--- src/ipgd_pkg.sv ---
// shared constants and types for the ir pulse-gap packet decoder
package ipgd_pkg;

	localparam int STACK_DEPTH = 16;
	localparam int MAX_GAPS    = 32;

	localparam int TS_W     = 32;
	localparam int PKT_W    = 32;
	localparam int GAP_W    = 16;
	localparam int TIME_W   = 24;
	localparam int CFG_W    = 32;
	localparam int CFG_IDX_W = 3;
	localparam int CNT_W    = $clog2(STACK_DEPTH + 1);
	localparam int ADDR_W   = (STACK_DEPTH > 1) ? $clog2(STACK_DEPTH) : 1;
	localparam int GC_W     = $clog2(MAX_GAPS + 1);
	localparam int DIV_STEPS = GAP_W;
	localparam int DIV_CNT_W = $clog2(DIV_STEPS);
	localparam int SHIFT_W  = $clog2(PKT_W);

	localparam logic [CFG_IDX_W-1:0] REG_BIT_TIME        = 3'd0;
	localparam logic [CFG_IDX_W-1:0] REG_MIN_GAP         = 3'd1;
	localparam logic [CFG_IDX_W-1:0] REG_MAX_GAP         = 3'd2;
	localparam logic [CFG_IDX_W-1:0] REG_MIN_PACKET_TIME = 3'd3;
	localparam logic [CFG_IDX_W-1:0] REG_MAX_PACKET_TIME = 3'd4;
	localparam logic [CFG_IDX_W-1:0] REG_NO_PACKET_CODE  = 3'd5;

	localparam logic OP_EDGE = 1'b0;
	localparam logic OP_POP  = 1'b1;

	localparam logic [GAP_W-1:0]  BIT_TIME_RST        = 16'd500;
	localparam logic [GAP_W-1:0]  MIN_GAP_RST         = 16'd250;
	localparam logic [GAP_W-1:0]  MAX_GAP_RST         = 16'd4000;
	localparam logic [TIME_W-1:0] MIN_PACKET_TIME_RST = 24'd15000;
	localparam logic [TIME_W-1:0] MAX_PACKET_TIME_RST = 24'd40000;
	localparam logic [PKT_W-1:0]  NO_PACKET_CODE_RST  = 32'd0;

	typedef enum logic [2:0] {
		ST_IDLE,
		ST_CHECK,
		ST_DIV,
		ST_FOLD,
		ST_POP
	} state_t;

endpackage

--- src/ir_pulse_gap_packet_decoder.sv ---
// ir pulse-gap packet decoder: gap rounding, packet assembly and a packet stack in memory
//
//  channel   dir  signals                          word contents
//  s_        in   s_tvalid s_tready s_tdata s_tuser  tdata: timestamp, tuser: operation
//  m_        out  m_tvalid m_tready m_tdata m_tuser  tdata: packet, tuser: empty_res
//  cfg_      in   cfg_we cfg_index cfg_data          register write, no handshake
//
// an edge word passes through accept, gap check, 16 divider steps, then fold and push;
// the divider for gap/bit_time is a 1-bit-per-cycle restoring divider
// an edge that restarts the packet skips the divider; a pop waits out any output stall
// the packet stack is a 1-port-write, 1-port-read memory with a registered read
// arst_n clears all control state and config registers; stack contents are not cleared
module ir_pulse_gap_packet_decoder (
	input  logic                          clk,
	input  logic                          arst_n,
	input  logic                          s_tvalid,
	output logic                          s_tready,
	input  logic [ipgd_pkg::TS_W-1:0]     s_tdata,   // [31:0] timestamp
	input  logic                          s_tuser,   // [0] operation
	output logic                          m_tvalid,
	input  logic                          m_tready,
	output logic [ipgd_pkg::PKT_W-1:0]    m_tdata,   // [31:0] packet
	output logic                          m_tuser,   // [0] empty_res
	input  logic                          cfg_we,
	input  logic [ipgd_pkg::CFG_IDX_W-1:0] cfg_index,
	input  logic [ipgd_pkg::CFG_W-1:0]    cfg_data
);

	ipgd_pkg::state_t state_q, state_nx;

	logic [ipgd_pkg::GAP_W-1:0]  bit_time_q, min_gap_q, max_gap_q;
	logic [ipgd_pkg::TIME_W-1:0] min_pt_q, max_pt_q;
	logic [ipgd_pkg::PKT_W-1:0]  npc_q;

	logic [ipgd_pkg::TS_W-1:0]   last_edge_q, start_q;
	logic [ipgd_pkg::GC_W-1:0]   gap_count_q;
	logic [ipgd_pkg::PKT_W-1:0]  acc_q;
	logic                        zs_q;
	logic [ipgd_pkg::CNT_W-1:0]  count_q;

	logic [ipgd_pkg::TS_W-1:0]   t_s1, gap_s1, elapsed_s1;

	logic [ipgd_pkg::GAP_W-1:0]  rem_q, quo_q;
	logic [ipgd_pkg::DIV_CNT_W-1:0] div_cnt_q;

	logic                        pop_empty_q;
	logic [ipgd_pkg::PKT_W-1:0]  rd_data_q;
	logic [ipgd_pkg::PKT_W-1:0]  mem [ipgd_pkg::STACK_DEPTH];

	logic                        out_valid_q, out_empty_q;
	logic [ipgd_pkg::PKT_W-1:0]  out_packet_q;

	logic                        in_acc, is_pop, restart, out_free, out_load;
	logic [ipgd_pkg::GAP_W-1:0]  bt;
	logic [ipgd_pkg::GAP_W:0]    shifted;
	logic                        qbit;
	logic                        round_up;
	logic [ipgd_pkg::GAP_W:0]    slots;
	logic                        fold_en;
	logic [ipgd_pkg::PKT_W-1:0]  acc_f, word;
	logic                        zs_f, complete, push, rd_en;
	logic [ipgd_pkg::ADDR_W-1:0] rd_addr, wr_addr;
	logic [ipgd_pkg::CNT_W-1:0]  count_dec;

	assign s_tready = (state_q == ipgd_pkg::ST_IDLE);
	assign in_acc   = s_tvalid & s_tready;
	assign is_pop   = (s_tuser == ipgd_pkg::OP_POP);
	assign out_free = !out_valid_q || m_tready;

	assign bt = (bit_time_q == '0) ? ipgd_pkg::GAP_W'(1) : bit_time_q;

	assign restart = (gap_s1 > {{(ipgd_pkg::TS_W - ipgd_pkg::GAP_W){1'b0}}, max_gap_q})
		|| (gap_s1 < {{(ipgd_pkg::TS_W - ipgd_pkg::GAP_W){1'b0}}, min_gap_q})
		|| (elapsed_s1 > {{(ipgd_pkg::TS_W - ipgd_pkg::TIME_W){1'b0}}, max_pt_q})
		|| (gap_count_q >= ipgd_pkg::GC_W'(ipgd_pkg::MAX_GAPS));

	// restoring divider step
	assign shifted = {rem_q, quo_q[ipgd_pkg::GAP_W-1]};
	assign qbit    = (shifted >= {1'b0, bt});

	// rounding and fold
	assign round_up = ({rem_q, 1'b0} >= {1'b0, bt});
	assign slots    = {1'b0, quo_q} + {{ipgd_pkg::GAP_W{1'b0}}, round_up};
	assign fold_en  = (gap_count_q != '0) && !zs_q;

	always_comb begin
		acc_f = acc_q;
		zs_f  = zs_q;
		if (fold_en) begin
			if (slots == '0) begin
				zs_f = 1'b1;
			end else if (slots >= (ipgd_pkg::GAP_W + 1)'(ipgd_pkg::PKT_W)) begin
				acc_f = '0;
			end else begin
				acc_f = (acc_q | ipgd_pkg::PKT_W'(1)) << slots[ipgd_pkg::SHIFT_W-1:0];
			end
		end
	end

	assign complete  = (elapsed_s1 >= {{(ipgd_pkg::TS_W - ipgd_pkg::TIME_W){1'b0}}, min_pt_q});
	assign word      = zs_f ? (npc_q | ipgd_pkg::PKT_W'(1)) : (acc_f | ipgd_pkg::PKT_W'(1));
	assign count_dec = count_q - ipgd_pkg::CNT_W'(1);
	assign rd_addr   = count_dec[ipgd_pkg::ADDR_W-1:0];
	assign wr_addr   = count_q[ipgd_pkg::ADDR_W-1:0];

	always_comb begin
		state_nx = state_q;
		rd_en    = 1'b0;
		push     = 1'b0;
		out_load = 1'b0;
		case (state_q)
			ipgd_pkg::ST_IDLE: begin
				if (in_acc) begin
					if (is_pop) begin
						rd_en    = (count_q != '0);
						state_nx = ipgd_pkg::ST_POP;
					end else begin
						state_nx = ipgd_pkg::ST_CHECK;
					end
				end
			end
			ipgd_pkg::ST_CHECK: begin
				state_nx = restart ? ipgd_pkg::ST_IDLE : ipgd_pkg::ST_DIV;
			end
			ipgd_pkg::ST_DIV: begin
				if (div_cnt_q == ipgd_pkg::DIV_CNT_W'(ipgd_pkg::DIV_STEPS - 1)) begin
					state_nx = ipgd_pkg::ST_FOLD;
				end
			end
			ipgd_pkg::ST_FOLD: begin
				push     = complete && (count_q < ipgd_pkg::CNT_W'(ipgd_pkg::STACK_DEPTH));
				state_nx = ipgd_pkg::ST_IDLE;
			end
			ipgd_pkg::ST_POP: begin
				if (out_free) begin
					out_load = 1'b1;
					state_nx = ipgd_pkg::ST_IDLE;
				end
			end
			default: begin
				state_nx = ipgd_pkg::ST_IDLE;
			end
		endcase
	end

	always_ff @(posedge clk or negedge arst_n) begin
		if (!arst_n) begin
			state_q <= ipgd_pkg::ST_IDLE;
		end else begin
			state_q <= state_nx;
		end
	end

	// config registers
	always_ff @(posedge clk or negedge arst_n) begin
		if (!arst_n) begin
			bit_time_q <= ipgd_pkg::BIT_TIME_RST;
			min_gap_q  <= ipgd_pkg::MIN_GAP_RST;
			max_gap_q  <= ipgd_pkg::MAX_GAP_RST;
			min_pt_q   <= ipgd_pkg::MIN_PACKET_TIME_RST;
			max_pt_q   <= ipgd_pkg::MAX_PACKET_TIME_RST;
			npc_q      <= ipgd_pkg::NO_PACKET_CODE_RST;
		end else if (cfg_we) begin
			case (cfg_index)
				ipgd_pkg::REG_BIT_TIME:        bit_time_q <= cfg_data[ipgd_pkg::GAP_W-1:0];
				ipgd_pkg::REG_MIN_GAP:         min_gap_q  <= cfg_data[ipgd_pkg::GAP_W-1:0];
				ipgd_pkg::REG_MAX_GAP:         max_gap_q  <= cfg_data[ipgd_pkg::GAP_W-1:0];
				ipgd_pkg::REG_MIN_PACKET_TIME: min_pt_q   <= cfg_data[ipgd_pkg::TIME_W-1:0];
				ipgd_pkg::REG_MAX_PACKET_TIME: max_pt_q   <= cfg_data[ipgd_pkg::TIME_W-1:0];
				ipgd_pkg::REG_NO_PACKET_CODE:  npc_q      <= cfg_data[ipgd_pkg::PKT_W-1:0];
				default: begin
				end
			endcase
		end
	end

	// packet state
	always_ff @(posedge clk or negedge arst_n) begin
		if (!arst_n) begin
			last_edge_q <= '0;
			start_q     <= '0;
			gap_count_q <= '0;
			acc_q       <= '0;
			zs_q        <= 1'b0;
			count_q     <= '0;
			pop_empty_q <= 1'b0;
		end else begin
			if (in_acc && !is_pop) begin
				last_edge_q <= s_tdata;
			end
			if (in_acc && is_pop) begin
				pop_empty_q <= (count_q == '0);
				if (count_q != '0) begin
					count_q <= count_dec;
				end
			end
			if (state_q == ipgd_pkg::ST_CHECK && restart) begin
				acc_q       <= '0;
				zs_q        <= 1'b0;
				start_q     <= t_s1;
				gap_count_q <= ipgd_pkg::GC_W'(1);
			end
			if (state_q == ipgd_pkg::ST_FOLD) begin
				if (complete) begin
					last_edge_q <= '0;
					acc_q       <= '0;
					zs_q        <= 1'b0;
					gap_count_q <= ipgd_pkg::GC_W'(1);
				end else begin
					acc_q       <= acc_f;
					zs_q        <= zs_f;
					gap_count_q <= gap_count_q + ipgd_pkg::GC_W'(1);
				end
				if (push) begin
					count_q <= count_q + ipgd_pkg::CNT_W'(1);
				end
			end
		end
	end

	// edge capture and divider datapath
	always_ff @(posedge clk) begin
		if (in_acc && !is_pop) begin
			t_s1       <= s_tdata;
			gap_s1     <= s_tdata - last_edge_q;
			elapsed_s1 <= s_tdata - start_q;
		end
		if (state_q == ipgd_pkg::ST_CHECK) begin
			rem_q     <= '0;
			quo_q     <= gap_s1[ipgd_pkg::GAP_W-1:0];
			div_cnt_q <= '0;
		end else if (state_q == ipgd_pkg::ST_DIV) begin
			rem_q     <= qbit ? ipgd_pkg::GAP_W'(shifted - {1'b0, bt})
				: shifted[ipgd_pkg::GAP_W-1:0];
			quo_q     <= {quo_q[ipgd_pkg::GAP_W-2:0], qbit};
			div_cnt_q <= div_cnt_q + ipgd_pkg::DIV_CNT_W'(1);
		end
	end

	// packet stack memory
	always_ff @(posedge clk) begin
		if (push) begin
			mem[wr_addr] <= word;
		end
		if (rd_en) begin
			rd_data_q <= mem[rd_addr];
		end
	end

	// output register
	always_ff @(posedge clk or negedge arst_n) begin
		if (!arst_n) begin
			out_valid_q <= 1'b0;
		end else if (out_load) begin
			out_valid_q <= 1'b1;
		end else if (m_tready) begin
			out_valid_q <= 1'b0;
		end
	end

	always_ff @(posedge clk) begin
		if (out_load) begin
			out_packet_q <= pop_empty_q ? npc_q : rd_data_q;
			out_empty_q  <= pop_empty_q;
		end
	end

	assign m_tvalid = out_valid_q;
	assign m_tdata  = out_packet_q;
	assign m_tuser  = out_empty_q;

`ifndef ASSERT_OFF
	a_count_bound: assert property (@(posedge clk) disable iff (!arst_n)
		count_q <= ipgd_pkg::CNT_W'(ipgd_pkg::STACK_DEPTH))
		else $error("stack count above depth");

	a_gap_bound: assert property (@(posedge clk) disable iff (!arst_n)
		gap_count_q <= ipgd_pkg::GC_W'(ipgd_pkg::MAX_GAPS))
		else $error("gap count above limit");

	a_pop_to_out: assert property (@(posedge clk) disable iff (!arst_n)
		(in_acc && is_pop) |=> (state_q == ipgd_pkg::ST_POP))
		else $error("pop word not routed to output stage");

	a_load_valid: assert property (@(posedge clk) disable iff (!arst_n)
		out_load |=> m_tvalid)
		else $error("loaded result not presented");

	a_push_room: assert property (@(posedge clk) disable iff (!arst_n)
		push |-> (state_q == ipgd_pkg::ST_FOLD) && (count_q != ipgd_pkg::CNT_W'(ipgd_pkg::STACK_DEPTH)))
		else $error("push into a full stack");
`endif

endmodule

--- config.mk ---
export PLATFORM = sky130hd
export DESIGN_NAME = ir_pulse_gap_packet_decoder
export DESIGN_NICKNAME = d
export VERILOG_FILES = /design/src/ipgd_pkg.sv /design/src/ir_pulse_gap_packet_decoder.sv
export SDC_FILE = /design/constraint.sdc
export NUM_CORES = 1
export LEC_CHECK = 0
export BUFFER_PORTS_ARGS = -buffer_cell sky130_fd_sc_hd__buf_4
export CAP_MARGIN = 30
export CORE_UTILIZATION = 55
export CTS_CLUSTER_SIZE = 28
export DETAILED_ROUTE_END_ITERATION = 16
export PLACE_DENSITY_LB_ADDON = 0.1
export RECOVER_POWER = 25
export SETUP_SLACK_MARGIN = 0.4
export SYNTH_ARGS = -nofsm -noshare
export SYNTH_HDL_FRONTEND = slang
export SYNTH_SLANG_ARGS = --single-unit
export TNS_END_PERCENT = 100
--- constraint.sdc ---
create_clock -name clk -period 6.3 [get_ports clk]
set_input_delay 0.315 -clock clk [delete_from_list [all_inputs] [get_ports clk]]
set_output_delay 0.315 -clock clk [all_outputs]
set_load 0.02 [all_outputs]
==> impl_results.md <==
* Outcome: complete, but fails checks
* Violated checks: capacitance limit, slew limit
* Unrepaired setup endpoints after global routing: no
* Power Total at roughly 0.017 W
* Tot GR Track Use at 0.2845
* Post-synth top area share at 0.4618
* Design area at 0.04976 mm^2
* Reg2reg path depth at 18
* Vias in the first global route at roughly 28000
* Fin Setup TNS at 0 ps
* Slowest-stage cell, CP: o21ai_2
* Hold Crit Start: s_tuser
* # IOs at 108
* CTS tree: done
* CP peak stage delay at about 540 ps
* Pleak at 18.16 nW
* Synth Warn # at 0
* IO Port Bufs at 107
* Syn Inst Count at roughly 3200
* Clock transition at path regs at around 60 ps
* Cells on Worst Hold Path at 3
* Congestion Overflow GR at 0
* Largest net degree at the start of global routing at 155
* Post-synthesis register bit count at a little over 900
* Maxcap violations at 5
* Fin Clk Skew at 27.06 ps
* Main combinational cell family by area after synthesis: multiplexers
* Final setup fails at 0
* WL final at 113500 um
* Layout overhead on the synthesized area at 13.87%
* CTS H-tree depth at 3
* Worst hold path class: primary input to flip-flop
* DRT Pass-1 Iters at 5
* Synthesized net count at about 3400
* Number of synthesized flops with an enable pin at 672
* Die Ht at 283.9 um
* CP endpoint kind: flip-flop
* Primary FF master, synth: edfxtp_1
* Initial antenna violation count at 0
* Achievable frequency at 182.4 MHz
* Post-synthesis compound-gate area fraction at 0.08940
* Die width at approximately 280 um
* Core Footprint at 0.07798 mm^2
* Pin slew with the least headroom to its limit at roughly 4000 ps
* Endpoints failing hold at 0
* Starting Density at 0.5603
* Commonest cells in the netlist: 672 x edfxtp_1, 325 x nand2_1, 210 x dfrtp_1
* Residual DRC at 0
* Seq/Total Area, Yosys at 0.6093
* Share of cells above drive strength 1 at 0.1929
* Dpl cell area at 0.04614 mm^2
* Synth Area in XOR/XNOR at 0.01400
* CTS Sinks at 932
* Reg2reg end: mem[4][17]$_DFFE_PP_
* Syn Area/Cell at 13.73 um^2
* Worst flop-to-flop path startpoint: bit_time_q[4]$_DFFE_PN1P_
* Routed wire per std cell at roughly 25 um
* Max_slew headroom at -1.735
* Worst R2R Setup Slack at 820 ps
* Final period util at 0.8702
* Synth Area in Adders at 0.04891
* Top cell type by total area after synthesis: edfxtp_1
* CP arrival at 5850 ps
* Synth Area in Simple Gates at 0.07720
* Min-Delay Endpoint: state_q[2]$_DFFE_PN0P_
* VDD IR max at slightly above 0.0003 V
* Routed Antenna Nets at 0
* Synthesized area at 0.04369 mm^2
* Average via count per standard cell at about 6
* Clock latency on the worst-skew pair at between 600 and 700 ps
* Top area cells in the synthesized netlist: edfxtp_1 46%, dfrtp_1 12%, mux4_2 8.6%
* WS Path Type: flip-flop to flip-flop
* First-pass GRT wire length at between 150000 and 200000 um
* Die Outline Area at 0.08057 mm^2
* Initial DRC count at 2609
* Clock Root Buffer: clkbuf_16
* PD cells at 351.7 mW/mm^2
* DPL Wire Length at 71620 um
* CP required at 6670 ps
* Crit start category: flip-flop
* Distinct cells, synth at 90
* Fin nets at 3639
* Ys async rst share at 0.2575
* TritonCTS Buffers at 97
* Vias after detailed routing at 27860
* Worst-path fanout max at 23
* Min Tclk post-route at 5482 ps
* Multiplexer share of the synthesized area at 0.1298
* Std cell rows at between 100 and 150
* Gpl congestion at 0.9286
* Final Max Slew Viols at around 300
* Top-count cell post-synth: edfxtp_1
* Critical path cell sequence: inv_1 > ha_1 > nand4_1 > or4_1 > or3_1 > o21ai_2 > ha_1 > ha_2 > nand4_2 > nor4_1 > mux2i_1 > a21oi_2 > nor3_2 > nand2_2 > o21ai_4 > buf_12 > a22oi_1 > o21ai_2
* Max Buffers Root-to-Sink at 3
cell type report:
cell class | count | area [um^2]
antenna | 2 | 5.005
clock buffer | 132 | 2700
clock inverter | 48 | 457.9
fill | 5896 | 28220
inverter | 204 | 768.2
multi-input combinational | 1904 | 15990
sequential | 932 | 26630
tap | 1040 | 1301
timing repair buffer | 258 | 1904
logic make-up after synthesis:
logic type | Yosys count
AO/OA/AOI/OAI | 608
multiplexers | 341
XOR/XNOR | 69
flip-flops | 932
adder cells (fa/ha/maj) | 169
AND/OR/NAND/NOR | 717
buffers and inverters | 346
worst max-delay path: cells and delay by family, from the launching register on:
| kind | cells | cell delay, ps |
|---|---|---|
| buf+inv | 2 | 240 |
| fa+ha+maj | 3 | 830 |
| simple gates | 7 | 1950 |
| mux | 1 | 270 |
| flops | 1 | 530 |
| compound gates | 5 | 1370 |
report_power, final:
part / internal (W) / switching [W] / leakage (nW)
sequential: 0.00718 / 0.000358 / 9.09
clock: 0.00326 / 0.00242 / 1.54
combinational: 0.00184 / 0.00244 / 7.53
metal layers:
layer | part of all wire | vias up | track usage
met4 | 0.023 | 0 | 0.07095
met2 | 0.49 | 914 | 0.4703
met5 | 0 | - | 0
met3 | 0.057 | 172 | 0.03424
met1 | 0.43 | 14300 | 0.4031
li1 | - | 12470 | -
what timing repair did:
action | in CTS | in global routing
hold buffers | 66 | 0
gates resized for setup | 16 | 11
endpoints found under the setup margin | 256 | 496
hold endpoints to repair | 245 | 0
buffers inserted | 0 | 0
through the flow:
step	hold WS [ps]	std cells	setup WS, ps	utilization
6_report	54.95	4520	817.9	0.6381
5_1_grt	71.62	4518	445.2	0.6380
4_1_cts	12.13	4518	326.7	0.6415
3_5_place_dp	381.0	4272	104.4	0.5917
3_3_place_gp	373.6	4269	277.4	0.5909
2_1_floorplan	19.41	3182	620.3	-
state kept, by name, indices dropped and copies added (netlist names), 24 cells and up:
name,cells
min_pt_q,24
max_pt_q,24
gap_s1,32
last_edge_q,32
npc_q,32
start_q,32
elapsed_s1,32
acc_q,31
mem,496
rd_data_q,31
m_tdata,32
t_s1,32
worst max path at each step:
stage	from	endpoint	slack, ps	cells past startpoint
after floorplan	min_pt_q[13]$_DFFE_PN1P_	mem[3][10]$_DFFE_PP_	620	10
after global placement	bit_time_q[4]$_DFFE_PN1P_	mem[11][17]$_DFFE_PP_	280	17
after detailed placement	bit_time_q[4]$_DFFE_PN1P_	mem[1][17]$_DFFE_PP_	100	17
after CTS	bit_time_q[4]$_DFFE_PN1P_	mem[4][17]$_DFFE_PP_	330	17
after global routing	bit_time_q[4]$_DFFE_PN1P_	mem[12][17]$_DFFE_PP_	450	18
final	bit_time_q[4]$_DFFE_PN1P_	mem[4][17]$_DFFE_PP_	820	18
cell usage in the layout (no fill, tap or decap), drive strengths merged, types with 71 or more instances in the layout:
cell / count
nand2: 326
clkbuf: 211
mux4: 166
o21ai: 193
ha: 166
edfxtp: 672
nor3: 71
inv: 207
mux2: 146
a21oi: 143
buf: 113
dfrtp: 210
nor2: 84
Power figures use the tool's default switching activity.
